<file path="src/rtl/utcts_pkg.sv">
// Shared types and constants of the UTC timestamp parser.
// Field widths, configuration register codes and the record passed from
// the character scanner through the queue into the epoch pipeline.
`default_nettype none

package utcts_pkg;

    localparam int YEAR_W      = 14;
    localparam int FIELD_W     = 7;
    localparam int MILLI_W     = 10;
    localparam int EPOCH_W     = 38;
    localparam int WINDOW_W    = 16;
    localparam int CFG_DATA_W  = 16;
    localparam int CFG_INDEX_W = 2;

    typedef enum logic [CFG_INDEX_W-1:0] {
        REG_YEAR_LO = 2'd0,
        REG_YEAR_HI = 2'd1,
        REG_WINDOW  = 2'd2
    } cfg_reg_t;

    localparam logic [YEAR_W-1:0]   YEAR_LO_RST = 14'd2026;
    localparam logic [YEAR_W-1:0]   YEAR_HI_RST = 14'd2099;
    localparam logic [WINDOW_W-1:0] WINDOW_RST  = 16'd10;

    // One parsed stamp, as seen at its final character
    typedef struct packed {
        logic               scan_ok;   // length, separators and digits good
        logic               expiry;
        logic [YEAR_W-1:0]  year;
        logic [FIELD_W-1:0] month;
        logic [FIELD_W-1:0] day;
        logic [FIELD_W-1:0] hour;
        logic [FIELD_W-1:0] minute;
        logic [FIELD_W-1:0] second;
        logic [MILLI_W-1:0] milli;
    } utcts_rec_t;

endpackage

`default_nettype wire

</file>
<file path="src/rtl/utc_timestamp_parser.sv">
// Top level of the UTC timestamp parser: configuration registers, scanner,
// record queue and epoch pipeline. Depends on utcts_pkg, utcts_front,
// utcts_fifo and utcts_back.
`default_nettype none

// Parses YYYY-MM-DDTHH:MM:SS.mmmZ stamps fed one character per word and
// returns one result word per stamp, on the word flagged last_char. The
// scanner takes one character every cycle; it stalls only while the record
// queue (QUEUE_DEPTH entries) is full, which happens only if the result side
// is held off for several stamps. A result passes through the queue and four
// pipeline stages (range checks with the divisions by 25, day count, the
// days-times-86400 multiply, the epoch sum), then the output register, where
// an expiry stamp is checked against the stored source. Results leave in
// stamp order, and the pipeline takes a new stamp every cycle while the
// output is not stalled.
// Write the year limits and window_seconds only while no stamp is in flight.
module utc_timestamp_parser
#(
    parameter int QUEUE_DEPTH = 2
)
(
    input  logic                               clk,
    input  logic                               rst_n,
    input  logic                               cfg_we,
    input  logic [utcts_pkg::CFG_INDEX_W-1:0]  cfg_index,
    input  logic [utcts_pkg::CFG_DATA_W-1:0]   cfg_data,
    input  logic                               in_valid,
    output logic                               in_stall,
    input  logic [7:0]                         char_code,
    input  logic                               last_char,
    input  logic                               stamp_role,
    output logic                               out_valid,
    input  logic                               out_stall,
    output logic                               format_ok,
    output logic [utcts_pkg::YEAR_W-1:0]       year_out,
    output logic [utcts_pkg::FIELD_W-1:0]      month_out,
    output logic [utcts_pkg::FIELD_W-1:0]      day_out,
    output logic [utcts_pkg::FIELD_W-1:0]      hour_out,
    output logic [utcts_pkg::FIELD_W-1:0]      minute_out,
    output logic [utcts_pkg::FIELD_W-1:0]      second_out,
    output logic [utcts_pkg::MILLI_W-1:0]      milli_out,
    output logic [utcts_pkg::EPOCH_W-1:0]      epoch_seconds,
    output logic                               window_ok
);
    import utcts_pkg::*;

    logic [YEAR_W-1:0]   year_lo_reg;
    logic [YEAR_W-1:0]   year_hi_reg;
    logic [WINDOW_W-1:0] window_reg;

    logic       queue_full;
    logic       push;
    utcts_rec_t push_rec;
    logic       pop;
    logic       head_valid;
    utcts_rec_t head_rec;

    always_ff @(posedge clk or negedge rst_n)
    begin
        if (!rst_n)
        begin
            year_lo_reg <= YEAR_LO_RST;
            year_hi_reg <= YEAR_HI_RST;
            window_reg  <= WINDOW_RST;
        end
        else if (cfg_we)
        begin
            unique case (cfg_reg_t'(cfg_index))
                REG_YEAR_LO: year_lo_reg <= cfg_data[YEAR_W-1:0];
                REG_YEAR_HI: year_hi_reg <= cfg_data[YEAR_W-1:0];
                REG_WINDOW:  window_reg  <= cfg_data[WINDOW_W-1:0];
                default:
                begin
                end
            endcase
        end
    end

    utcts_front u_front
    (
        .clk        (clk),
        .rst_n      (rst_n),
        .in_valid   (in_valid),
        .in_stall   (in_stall),
        .char_code  (char_code),
        .last_char  (last_char),
        .stamp_role (stamp_role),
        .queue_full (queue_full),
        .push       (push),
        .push_rec   (push_rec)
    );

    utcts_fifo
    #(
        .DEPTH (QUEUE_DEPTH)
    )
    u_fifo
    (
        .clk        (clk),
        .rst_n      (rst_n),
        .push       (push),
        .push_rec   (push_rec),
        .full       (queue_full),
        .pop        (pop),
        .head_valid (head_valid),
        .head_rec   (head_rec)
    );

    utcts_back u_back
    (
        .clk            (clk),
        .rst_n          (rst_n),
        .head_valid     (head_valid),
        .head_rec       (head_rec),
        .pop            (pop),
        .year_lo        (year_lo_reg),
        .year_hi        (year_hi_reg),
        .window_seconds (window_reg),
        .out_valid      (out_valid),
        .out_stall      (out_stall),
        .format_ok      (format_ok),
        .year_out       (year_out),
        .month_out      (month_out),
        .day_out        (day_out),
        .hour_out       (hour_out),
        .minute_out     (minute_out),
        .second_out     (second_out),
        .milli_out      (milli_out),
        .epoch_seconds  (epoch_seconds),
        .window_ok      (window_ok)
    );

endmodule

`default_nettype wire

</file>
<file path="src/rtl/utcts_front.sv">
// Character scanner: checks each character against its position and
// gathers the digits into the seven fields; emits one record per stamp.
// Depends on utcts_pkg.
`default_nettype none

module utcts_front
(
    input  logic                 clk,
    input  logic                 rst_n,
    input  logic                 in_valid,
    output logic                 in_stall,
    input  logic [7:0]           char_code,
    input  logic                 last_char,
    input  logic                 stamp_role,
    input  logic                 queue_full,
    output logic                 push,
    output utcts_pkg::utcts_rec_t push_rec
);
    import utcts_pkg::*;

    typedef enum logic [2:0] {
        FLD_YEAR,
        FLD_MONTH,
        FLD_DAY,
        FLD_HOUR,
        FLD_MINUTE,
        FLD_SECOND,
        FLD_MILLI,
        FLD_SEP
    } field_sel_t;

    localparam logic [4:0] STAMP_LEN = 5'd24;
    localparam logic [4:0] LAST_POS  = 5'd23;
    localparam logic [7:0] CHAR_ZERO = 8'h30;
    localparam logic [7:0] CHAR_NINE = 8'h39;

    function automatic field_sel_t pos_field(input logic [4:0] pos);
        unique case (pos)
            5'd0, 5'd1, 5'd2, 5'd3: pos_field = FLD_YEAR;
            5'd5, 5'd6:             pos_field = FLD_MONTH;
            5'd8, 5'd9:             pos_field = FLD_DAY;
            5'd11, 5'd12:           pos_field = FLD_HOUR;
            5'd14, 5'd15:           pos_field = FLD_MINUTE;
            5'd17, 5'd18:           pos_field = FLD_SECOND;
            5'd20, 5'd21, 5'd22:    pos_field = FLD_MILLI;
            default:                pos_field = FLD_SEP;
        endcase
    endfunction

    function automatic logic [7:0] pos_sep(input logic [4:0] pos);
        unique case (pos)
            5'd4, 5'd7:   pos_sep = 8'h2D;  // '-'
            5'd10:        pos_sep = 8'h54;  // 'T'
            5'd13, 5'd16: pos_sep = 8'h3A;  // ':'
            5'd19:        pos_sep = 8'h2E;  // '.'
            5'd23:        pos_sep = 8'h5A;  // 'Z'
            default:      pos_sep = 8'h00;
        endcase
    endfunction

    // acc * 10 + digit, kept to the accumulator width
    function automatic logic [YEAR_W-1:0] dec_step(input logic [YEAR_W-1:0] acc,
                                                   input logic [3:0] digit);
        logic [YEAR_W+2:0] t;
        t = {acc, 3'b000} + {2'b00, acc, 1'b0} + {{(YEAR_W-1){1'b0}}, digit};
        dec_step = t[YEAR_W-1:0];
    endfunction

    logic [4:0]         pos_reg;
    logic               over_reg;
    logic               syn_reg;
    logic [YEAR_W-1:0]  year_acc_reg;
    logic [FIELD_W-1:0] month_acc_reg;
    logic [FIELD_W-1:0] day_acc_reg;
    logic [FIELD_W-1:0] hour_acc_reg;
    logic [FIELD_W-1:0] minute_acc_reg;
    logic [FIELD_W-1:0] second_acc_reg;
    logic [MILLI_W-1:0] milli_acc_reg;

    logic               accept;
    logic               in_range;
    field_sel_t         fsel;
    logic               is_digit;
    logic               take;
    logic [3:0]         digit;
    logic               over_now;
    logic               syn_now;
    logic [YEAR_W-1:0]  month_wide;
    logic [YEAR_W-1:0]  day_wide;
    logic [YEAR_W-1:0]  hour_wide;
    logic [YEAR_W-1:0]  minute_wide;
    logic [YEAR_W-1:0]  second_wide;
    logic [YEAR_W-1:0]  milli_wide;
    logic [YEAR_W-1:0]  year_next;
    logic [FIELD_W-1:0] month_next;
    logic [FIELD_W-1:0] day_next;
    logic [FIELD_W-1:0] hour_next;
    logic [FIELD_W-1:0] minute_next;
    logic [FIELD_W-1:0] second_next;
    logic [MILLI_W-1:0] milli_next;

    always_comb
    begin
        accept    = in_valid && !queue_full;
        in_range  = pos_reg < STAMP_LEN;
        fsel      = in_range ? pos_field(pos_reg) : FLD_SEP;
        is_digit  = (char_code >= CHAR_ZERO) && (char_code <= CHAR_NINE);
        take      = in_range && is_digit;
        digit     = char_code[3:0];

        over_now  = over_reg || !in_range;
        syn_now   = syn_reg
                    || (in_range && (fsel == FLD_SEP) && (char_code != pos_sep(pos_reg)))
                    || (in_range && (fsel != FLD_SEP) && !is_digit);

        month_wide  = dec_step({{(YEAR_W-FIELD_W){1'b0}}, month_acc_reg}, digit);
        day_wide    = dec_step({{(YEAR_W-FIELD_W){1'b0}}, day_acc_reg}, digit);
        hour_wide   = dec_step({{(YEAR_W-FIELD_W){1'b0}}, hour_acc_reg}, digit);
        minute_wide = dec_step({{(YEAR_W-FIELD_W){1'b0}}, minute_acc_reg}, digit);
        second_wide = dec_step({{(YEAR_W-FIELD_W){1'b0}}, second_acc_reg}, digit);
        milli_wide  = dec_step({{(YEAR_W-MILLI_W){1'b0}}, milli_acc_reg}, digit);

        year_next   = (take && fsel == FLD_YEAR) ? dec_step(year_acc_reg, digit)
                                                 : year_acc_reg;
        month_next  = (take && fsel == FLD_MONTH)  ? month_wide[FIELD_W-1:0]  : month_acc_reg;
        day_next    = (take && fsel == FLD_DAY)    ? day_wide[FIELD_W-1:0]    : day_acc_reg;
        hour_next   = (take && fsel == FLD_HOUR)   ? hour_wide[FIELD_W-1:0]   : hour_acc_reg;
        minute_next = (take && fsel == FLD_MINUTE) ? minute_wide[FIELD_W-1:0] : minute_acc_reg;
        second_next = (take && fsel == FLD_SECOND) ? second_wide[FIELD_W-1:0] : second_acc_reg;
        milli_next  = (take && fsel == FLD_MILLI)  ? milli_wide[MILLI_W-1:0]  : milli_acc_reg;

        push             = accept && last_char;
        push_rec.scan_ok = !over_now && !syn_now && (pos_reg == LAST_POS);
        push_rec.expiry  = stamp_role;
        push_rec.year    = year_next;
        push_rec.month   = month_next;
        push_rec.day     = day_next;
        push_rec.hour    = hour_next;
        push_rec.minute  = minute_next;
        push_rec.second  = second_next;
        push_rec.milli   = milli_next;
    end

    assign in_stall = queue_full;

    always_ff @(posedge clk or negedge rst_n)
    begin
        if (!rst_n)
        begin
            pos_reg        <= '0;
            over_reg       <= 1'b0;
            syn_reg        <= 1'b0;
            year_acc_reg   <= '0;
            month_acc_reg  <= '0;
            day_acc_reg    <= '0;
            hour_acc_reg   <= '0;
            minute_acc_reg <= '0;
            second_acc_reg <= '0;
            milli_acc_reg  <= '0;
        end
        else if (accept)
        begin
            if (last_char)
            begin
                pos_reg        <= '0;
                over_reg       <= 1'b0;
                syn_reg        <= 1'b0;
                year_acc_reg   <= '0;
                month_acc_reg  <= '0;
                day_acc_reg    <= '0;
                hour_acc_reg   <= '0;
                minute_acc_reg <= '0;
                second_acc_reg <= '0;
                milli_acc_reg  <= '0;
            end
            else
            begin
                // position sticks at the end once the stamp runs long
                if (in_range)
                begin
                    pos_reg <= pos_reg + 5'd1;
                end
                over_reg       <= over_now;
                syn_reg        <= syn_now;
                year_acc_reg   <= year_next;
                month_acc_reg  <= month_next;
                day_acc_reg    <= day_next;
                hour_acc_reg   <= hour_next;
                minute_acc_reg <= minute_next;
                second_acc_reg <= second_next;
                milli_acc_reg  <= milli_next;
            end
        end
    end

endmodule

`default_nettype wire

</file>
<file path="src/rtl/utcts_fifo.sv">
// Short record queue between the character scanner and the epoch pipeline.
// Register storage, one write and one read per cycle. Depends on utcts_pkg.
`default_nettype none

module utcts_fifo
#(
    parameter int DEPTH = 2
)
(
    input  logic                  clk,
    input  logic                  rst_n,
    input  logic                  push,
    input  utcts_pkg::utcts_rec_t push_rec,
    output logic                  full,
    input  logic                  pop,
    output logic                  head_valid,
    output utcts_pkg::utcts_rec_t head_rec
);
    import utcts_pkg::*;

    localparam int PTR_W = (DEPTH > 1) ? $clog2(DEPTH) : 1;
    localparam int CNT_W = $clog2(DEPTH + 1);

    utcts_rec_t       mem_reg [DEPTH];
    logic [PTR_W-1:0] wr_ptr_reg;
    logic [PTR_W-1:0] rd_ptr_reg;
    logic [CNT_W-1:0] count_reg;

    logic do_push;
    logic do_pop;

    function automatic logic [PTR_W-1:0] ptr_inc(input logic [PTR_W-1:0] p);
        ptr_inc = (p == PTR_W'(DEPTH - 1)) ? '0 : p + PTR_W'(1);
    endfunction

    always_comb
    begin
        full       = count_reg == CNT_W'(DEPTH);
        head_valid = count_reg != '0;
        head_rec   = mem_reg[rd_ptr_reg];
        do_push    = push && !full;
        do_pop     = pop && head_valid;
    end

    always_ff @(posedge clk)
    begin
        if (do_push)
        begin
            mem_reg[wr_ptr_reg] <= push_rec;
        end
    end

    always_ff @(posedge clk or negedge rst_n)
    begin
        if (!rst_n)
        begin
            wr_ptr_reg <= '0;
            rd_ptr_reg <= '0;
            count_reg  <= '0;
        end
        else
        begin
            if (do_push)
            begin
                wr_ptr_reg <= ptr_inc(wr_ptr_reg);
            end
            if (do_pop)
            begin
                rd_ptr_reg <= ptr_inc(rd_ptr_reg);
            end
            if (do_push && !do_pop)
            begin
                count_reg <= count_reg + CNT_W'(1);
            end
            else if (do_pop && !do_push)
            begin
                count_reg <= count_reg - CNT_W'(1);
            end
        end
    end

endmodule

`default_nettype wire

</file>
<file path="src/rtl/utcts_back.sv">
// Epoch pipeline: range checks, civil-days count, epoch seconds, window
// check against the stored source stamp, output register.
// Depends on utcts_pkg.
`default_nettype none

module utcts_back
(
    input  logic                             clk,
    input  logic                             rst_n,
    input  logic                             head_valid,
    input  utcts_pkg::utcts_rec_t            head_rec,
    output logic                             pop,
    input  logic [utcts_pkg::YEAR_W-1:0]     year_lo,
    input  logic [utcts_pkg::YEAR_W-1:0]     year_hi,
    input  logic [utcts_pkg::WINDOW_W-1:0]   window_seconds,
    output logic                             out_valid,
    input  logic                             out_stall,
    output logic                             format_ok,
    output logic [utcts_pkg::YEAR_W-1:0]     year_out,
    output logic [utcts_pkg::FIELD_W-1:0]    month_out,
    output logic [utcts_pkg::FIELD_W-1:0]    day_out,
    output logic [utcts_pkg::FIELD_W-1:0]    hour_out,
    output logic [utcts_pkg::FIELD_W-1:0]    minute_out,
    output logic [utcts_pkg::FIELD_W-1:0]    second_out,
    output logic [utcts_pkg::MILLI_W-1:0]    milli_out,
    output logic [utcts_pkg::EPOCH_W-1:0]    epoch_seconds,
    output logic                             window_ok
);
    import utcts_pkg::*;

    localparam int DAYS_W = 22;
    localparam int TOD_W  = 17;

    localparam logic [YEAR_W-1:0]  EPOCH_YEAR   = 14'd1970;
    localparam logic [23:0]        DIV25_MUL    = 24'd2622;  // ceil(2^16 / 25)
    localparam logic [23:0]        DAYS_OFFSET  = 24'd719469; // civil offset plus one
    localparam logic [TOD_W-1:0]   DAY_SECONDS  = 17'd86400;

    // x / 25 for x < 4096
    function automatic logic [7:0] div25(input logic [11:0] x);
        logic [23:0] p;
        p = {12'd0, x} * DIV25_MUL;
        div25 = p[23:16];
    endfunction

    function automatic logic [4:0] month_len(input logic [FIELD_W-1:0] m, input logic leap);
        unique case (m)
            7'd2:                          month_len = leap ? 5'd29 : 5'd28;
            7'd4, 7'd6, 7'd9, 7'd11:       month_len = 5'd30;
            7'd1, 7'd3, 7'd5, 7'd7, 7'd8, 7'd10, 7'd12:
                                           month_len = 5'd31;
            default:                       month_len = 5'd0;
        endcase
    endfunction

    // days before the first of month m, counted from March 1
    function automatic logic [8:0] march_off(input logic [FIELD_W-1:0] m);
        unique case (m)
            7'd3:    march_off = 9'd0;
            7'd4:    march_off = 9'd31;
            7'd5:    march_off = 9'd61;
            7'd6:    march_off = 9'd92;
            7'd7:    march_off = 9'd122;
            7'd8:    march_off = 9'd153;
            7'd9:    march_off = 9'd184;
            7'd10:   march_off = 9'd214;
            7'd11:   march_off = 9'd245;
            7'd12:   march_off = 9'd275;
            7'd1:    march_off = 9'd306;
            7'd2:    march_off = 9'd337;
            default: march_off = 9'd0;
        endcase
    endfunction

    logic adv;

    // stage A: range checks and the divisions by 25
    logic               a_valid_reg;
    logic               a_ok_reg;
    utcts_rec_t         a_rec_reg;
    logic [YEAR_W-1:0]  a_yy_reg;
    logic [7:0]         a_q1_reg;
    logic [7:0]         a_q2_reg;
    logic [7:0]         a_zq_reg;

    logic               mar_early;
    logic [YEAR_W-1:0]  yy;
    logic               a_ok;

    // stage B: leap day check, day count, time of day
    logic               b_valid_reg;
    logic               b_ok_reg;
    utcts_rec_t         b_rec_reg;
    logic [DAYS_W-1:0]  b_days_reg;
    logic [TOD_W-1:0]   b_tod_reg;

    logic [11:0]        zq25;
    logic               div100;
    logic               leap;
    logic               b_ok;
    utcts_rec_t         b_rec;
    logic [23:0]        days_sum;
    logic [TOD_W-1:0]   tod;

    // stage C: days * 86400
    logic               c_valid_reg;
    logic               c_ok_reg;
    utcts_rec_t         c_rec_reg;
    logic [EPOCH_W-1:0] c_prod_reg;
    logic [TOD_W-1:0]   c_tod_reg;

    logic [EPOCH_W:0]   prod;

    // stage D: epoch seconds
    logic               d_valid_reg;
    logic               d_ok_reg;
    utcts_rec_t         d_rec_reg;
    logic [EPOCH_W-1:0] d_epoch_reg;

    // output word and stored source
    logic               out_valid_reg;
    logic               out_ok_reg;
    utcts_rec_t         out_rec_reg;
    logic [EPOCH_W-1:0] out_epoch_reg;
    logic               out_win_reg;
    logic               src_valid_reg;
    logic [EPOCH_W-1:0] src_sec_reg;
    logic [MILLI_W-1:0] src_milli_reg;

    logic [EPOCH_W:0]   src_sum;
    logic               win;

    always_comb
    begin
        adv = !out_valid_reg || !out_stall;
        pop = adv && head_valid;

        mar_early = head_rec.month <= 7'd2;
        yy        = head_rec.year - {{(YEAR_W-1){1'b0}}, mar_early};
        a_ok      = head_rec.scan_ok
                    && (head_rec.year >= EPOCH_YEAR)
                    && (head_rec.year >= year_lo) && (head_rec.year <= year_hi)
                    && (head_rec.month >= 7'd1) && (head_rec.month <= 7'd12)
                    && (head_rec.hour <= 7'd23) && (head_rec.minute <= 7'd59)
                    && (head_rec.second <= 7'd59) && (head_rec.milli <= 10'd999);

        // year / 100 is zq; a multiple of 4 is a century year when year/4 is a multiple of 25
        zq25   = {4'd0, a_zq_reg} * 12'd25;
        div100 = a_rec_reg.year[YEAR_W-1:2] == zq25;
        leap   = (a_rec_reg.year[1:0] == 2'b00) && (!div100 || a_zq_reg[1:0] == 2'b00);
        b_ok   = a_ok_reg && (a_rec_reg.day != 7'd0)
                 && (a_rec_reg.day <= {2'b00, month_len(a_rec_reg.month, leap)});

        // fields clear on a bad stamp, the role still steers the source update
        b_rec        = b_ok ? a_rec_reg : '0;
        b_rec.expiry = a_rec_reg.expiry;

        // 365*yy + yy/4 - yy/100 + yy/400 + day of March-based year - offset
        days_sum = {10'd0, a_yy_reg} * 24'd365
                   + {12'd0, a_yy_reg[YEAR_W-1:2]}
                   + {16'd0, a_q2_reg}
                   + {15'd0, march_off(a_rec_reg.month)}
                   + {17'd0, a_rec_reg.day}
                   - {16'd0, a_q1_reg}
                   - DAYS_OFFSET;
        tod      = {10'd0, a_rec_reg.hour} * 17'd3600
                   + {10'd0, a_rec_reg.minute} * 17'd60
                   + {10'd0, a_rec_reg.second};

        prod = {{(EPOCH_W+1-DAYS_W){1'b0}}, b_days_reg}
               * {{(EPOCH_W+1-TOD_W){1'b0}}, DAY_SECONDS};

        src_sum = {1'b0, src_sec_reg} + {{(EPOCH_W+1-WINDOW_W){1'b0}}, window_seconds};
        win     = d_rec_reg.expiry && d_ok_reg && src_valid_reg
                  && (d_rec_reg.milli == src_milli_reg)
                  && ({1'b0, d_epoch_reg} == src_sum);
    end

    always_ff @(posedge clk)
    begin
        if (adv)
        begin
            a_ok_reg  <= a_ok;
            a_rec_reg <= head_rec;
            a_yy_reg  <= yy;
            a_q1_reg  <= div25(yy[YEAR_W-1:2]);
            a_q2_reg  <= div25({2'b00, yy[YEAR_W-1:4]});
            a_zq_reg  <= div25(head_rec.year[YEAR_W-1:2]);

            b_ok_reg   <= b_ok;
            b_rec_reg  <= b_rec;
            b_days_reg <= b_ok ? days_sum[DAYS_W-1:0] : '0;
            b_tod_reg  <= b_ok ? tod : '0;

            c_ok_reg   <= b_ok_reg;
            c_rec_reg  <= b_rec_reg;
            c_prod_reg <= prod[EPOCH_W-1:0];
            c_tod_reg  <= b_tod_reg;

            d_ok_reg    <= c_ok_reg;
            d_rec_reg   <= c_rec_reg;
            d_epoch_reg <= c_prod_reg + {{(EPOCH_W-TOD_W){1'b0}}, c_tod_reg};

            if (d_valid_reg)
            begin
                out_ok_reg    <= d_ok_reg;
                out_rec_reg   <= d_rec_reg;
                out_epoch_reg <= d_epoch_reg;
                out_win_reg   <= win;
            end
        end
    end

    always_ff @(posedge clk or negedge rst_n)
    begin
        if (!rst_n)
        begin
            a_valid_reg   <= 1'b0;
            b_valid_reg   <= 1'b0;
            c_valid_reg   <= 1'b0;
            d_valid_reg   <= 1'b0;
            out_valid_reg <= 1'b0;
            src_valid_reg <= 1'b0;
            src_sec_reg   <= '0;
            src_milli_reg <= '0;
        end
        else if (adv)
        begin
            a_valid_reg   <= head_valid;
            b_valid_reg   <= a_valid_reg;
            c_valid_reg   <= b_valid_reg;
            d_valid_reg   <= c_valid_reg;
            out_valid_reg <= d_valid_reg;
            // a source stamp replaces the stored one, valid or not
            if (d_valid_reg && !d_rec_reg.expiry)
            begin
                src_valid_reg <= d_ok_reg;
                src_sec_reg   <= d_epoch_reg;
                src_milli_reg <= d_rec_reg.milli;
            end
        end
    end

    assign out_valid     = out_valid_reg;
    assign format_ok     = out_ok_reg;
    assign year_out      = out_rec_reg.year;
    assign month_out     = out_rec_reg.month;
    assign day_out       = out_rec_reg.day;
    assign hour_out      = out_rec_reg.hour;
    assign minute_out    = out_rec_reg.minute;
    assign second_out    = out_rec_reg.second;
    assign milli_out     = out_rec_reg.milli;
    assign epoch_seconds = out_epoch_reg;
    assign window_ok     = out_win_reg;

endmodule

`default_nettype wire

</file>
<file path="config.mk">
export PLATFORM = sky130hd
export DESIGN_NAME = utc_timestamp_parser
export DESIGN_NICKNAME = d
export VERILOG_FILES = /design/src/rtl/utcts_pkg.sv /design/src/rtl/utc_timestamp_parser.sv /design/src/rtl/utcts_front.sv /design/src/rtl/utcts_fifo.sv /design/src/rtl/utcts_back.sv
export SDC_FILE = /design/constraint.sdc
export NUM_CORES = 2
export LEC_CHECK = 0
export ABC_AREA = 0
export BUFFER_PORTS_ARGS = -buffer_cell sky130_fd_sc_hd__buf_2
export CORE_AREA = 2 2 322 324
export CTS_CLUSTER_DIAMETER = 30
export DETAILED_ROUTE_END_ITERATION = 16
export DIE_AREA = 0 0 324 326
export HOLD_SLACK_MARGIN = 0.02
export PLACE_DENSITY = 0.66
export RECOVER_POWER = 100
export SETUP_SLACK_MARGIN = 0.05
export SLEW_MARGIN = 20
export SYNTH_ARGS = -nofsm -noshare
export SYNTH_HDL_FRONTEND = slang
export SYNTH_SLANG_ARGS = --single-unit
</file>
<file path="constraint.sdc">
create_clock -name clk -period 17.1 [get_ports clk]
set_input_delay 3.42 -clock clk [delete_from_list [all_inputs] [get_ports clk]]
set_output_delay 3.42 -clock clk [all_outputs]
set_load 0.03 [all_outputs]
</file>
==> summary.md <==
| Metric | Value |
|---|---|
| Congestion Overflow GR | `0` |
| Die Height | `326 um` |
| ANT nets after route | `0` |
| H-tree Lvls | `4` |
| Cell Area, Synth | `roughly 50,000 um^2` |
| DRT Pass-1 Iters | `5` |
| Worst-Margin Slew | `4050 ps` |
| Final worst-path cycle share | `72.3%` |
| Drt wl/cell | `~17 um` |
| CP startpoint kind | `register` |
| Status | `finished with violations` |
| Multi-input logic area | `25,000 um^2` |
| Synth Register Bits | `a little under 800` |
| CTS clk-pin slew, worst paths | `50 ps` |
| Die width | `324 um` |
| Area Growth Syn to Fin | `15.6%` |
| Cell mode on critical path | `inv_1` |
| Largest net degree at the start of global routing | `between 150 and 200` |
| Clock root buffer master | `clkbuf_16` |
| Worst-path fanout max | `62` |
| Cts hold-fix bufs | `0` |
| Initial Utilization | `between 40 and 50%` |
| Worst EP required | `17,580 ps` |
| CP max-delay cell | `clkbuf_1` |
| Total CTS buffers | `159` |
| Post-route minimum period | `12,360 ps` |
| FMAX | `between 0.08 and 0.09 GHz` |
| # rows | `118` |
| CTS resizes | `0` |
| Via count | `29,800` |
| HP Class | `reg2reg` |
| CP Class | `reg2reg` |
| Max-slew headroom | `-170%` |
| Largest register FFs | `122` |
| Library cells used by synthesis | `77` |
| CP max stage delay | `2840 ps` |
| Ys async rst share | `21.1%` |
| Post-route clock skew | `35.8 ps` |
| Sequential element share of the synthesized area | `45.4%` |
| RSZ-0062 raised after global routing | `no` |
| Overall Global Routing Usage | `19.6%` |
| Failing checks | `capacitance limit, slew limit` |
| DRT Wirelength | `100,000 um` |
| Reg area | `23,000 um^2` |
| Port bufs | `about 130` |
| Gpl congestion | `0.913` |
| Worst EP arrival | `12,840 ps` |
| Clock sink total | `795` |
| Syn avg cell area | `12.6 um^2` |
| Final setup fails | `0` |
| Core Area | `103,000 um^2` |
| Layout cells sized above 1 | `roughly a tenth` |
| Via-per-instance ratio | `5.13` |
| DR DRC count | `0` |
| Synth Instances | `between 4,000 and 5,000` |
| Critical Path End Type | `register` |
| Post-DP HPWL | `between 70,000 and 80,000 um` |
| CTS tree | `yes` |
| Hold Violations, Final | `0` |
| Antenna violations before repair | `5` |
| Number of synthesis warnings | `0` |
| CTS Buffer Depth | `3` |
| Final Max Slew Viols | `between 700 and 800` |
| 1st-iter DRT viols | `1,989` |
| Die footprint | `106,000 um^2` |
| Vias in the first global route | `30,600` |
| # Post-CTS Setup Buffers | `0` |
| Fillers | `a little over 8,000` |
| Number of synthesized flops with an enable pin | `618` |
| Worst skew pair latency | `750 ps` |
| Global-route wire length before repair | `162,000 um` |
| Nets@finish | `around 5,300` |
| Top-Level Pins | `134` |
| Max Cap Viol | `14` |
| Setup tns final | `0 ps` |
| Dominant synthesized flop cell | `edfxtp_1` |
-- metal layers --
layer	vias to the layer above	global-route usage, %	part of all wire (%)
met4	0	7.06	2.7
met3	171	3.01	4.7
met1	14400	27.1	46
li1	14500	-	-
met5	-	0	0
met2	649	31.4	47
-- path summary, 6_finish.rpt --
check / from / end / slack [ps] / depth (start not counted)
max: u_fifo.rd_ptr_reg / u_back.a_q1_reg[7] / 4740 / 36
min: u_back.c_rec_reg[46] / u_back.d_rec_reg[46] / 390 / 0
max reg2reg: u_fifo.rd_ptr_reg / u_back.a_q1_reg[7] / 4740 / 36
min reg2reg: u_back.c_rec_reg[46] / u_back.d_rec_reg[46] / 390 / 0
max in group asynchronous: rst_n / u_front.year_acc_reg[7] / 8440 / 2
min in group asynchronous: rst_n / u_back.src_milli_reg[3] / 3690 / 1
-- area by class of cell --
cell class,instances,area share (%)
clock inverters,124,2.73
repair buffers,162,1.17
diodes,1,0.00428
multi-input cells,2533,42.8
inverters,634,4.07
clock buffers,174,6.99
well taps,1380,2.95
flip-flops and latches,795,39.3
-- Yosys cell counts (10+ instances only) --
master | n | area (um^2)
a211oi_1 | 14 | 105
a21o_1 | 63 | 473
a21oi_1 | 124 | 621
a22o_1 | 56 | 490
a31oi_1 | 10 | 62.6
and2_1 | 70 | 438
and3_1 | 18 | 113
clkbuf_1 | 46 | 173
dfrtp_1 | 153 | 3830
dfstp_2 | 15 | 394
edfxtp_1 | 618 | 18600
fa_1 | 285 | 5710
ha_1 | 673 | 8420
inv_1 | 634 | 2380
mux2_2 | 161 | 1810
mux2i_1 | 23 | 230
nand2_1 | 153 | 574
nand2b_1 | 27 | 169
nand3_1 | 43 | 215
nand4_1 | 24 | 150
nor2_1 | 152 | 571
nor2b_1 | 32 | 200
nor3_1 | 40 | 200
o211ai_1 | 13 | 97.6
o21a_1 | 26 | 195
o21ai_0 | 104 | 521
o21bai_1 | 23 | 173
or3_1 | 10 | 62.6
xnor2_1 | 196 | 1720
xor2_1 | 73 | 639
-- stage by stage --
stage / hold slack, ps / instances / utilization [%] / worst slack [ps] / area [um^2]
3_3_place_gp: 400 / 5503 / 51.7 / 7560 / 53000
6_report: 393 / 5803 / 57.0 / 4740 / 58500
4_1_cts: 399 / 5801 / 57.2 / 7350 / 58700
5_1_grt: 408 / 5802 / 57.0 / 3890 / 58500
3_5_place_dp: 405 / 5503 / 51.7 / 7370 / 53000
2_1_floorplan: 400 / 4023 / - / 6100 / 50600
-- cell families after synthesis --
kind of cell,synth area share (%)
mux,4.04
fa+ha+maj,27.9
compound gates,6.91
simple gates,5.82
xor+xnor,4.71
flops,45.4
buf+inv,5.21
other cells,0.00741
-- worst max-delay path: cells and delay by family, from the launching register on --
kind / cells / cell delay [ps]
AO/OA/AOI/OAI: 9 / 2530
adder cells (fa/ha/maj): 8 / 3130
multiplexers: 1 / 520
XOR/XNOR: 2 / 280
buffers and inverters: 8 / 4020
AND/OR/NAND/NOR: 8 / 1270
flip-flops: 1 / 330
-- cell usage in the layout, fill, tap and decap left out, types with 73 or more instances in the layout --
master,synthesis,layout
a21oi_1,124,124
clkbuf_1,46,143
clkbuf_16,0,160
dfrtp_1,153,152
edfxtp_1,618,618
fa_1,285,285
ha_1,673,673
inv_1,634,634
mux2_2,161,93
nand2_1,153,152
nor2_1,152,150
o21ai_0,104,106
xnor2_1,196,196
xor2_1,73,73
Power is not shown: default switching activity piles up to over one toggle a cycle in this logic, so the estimate is an artifact.
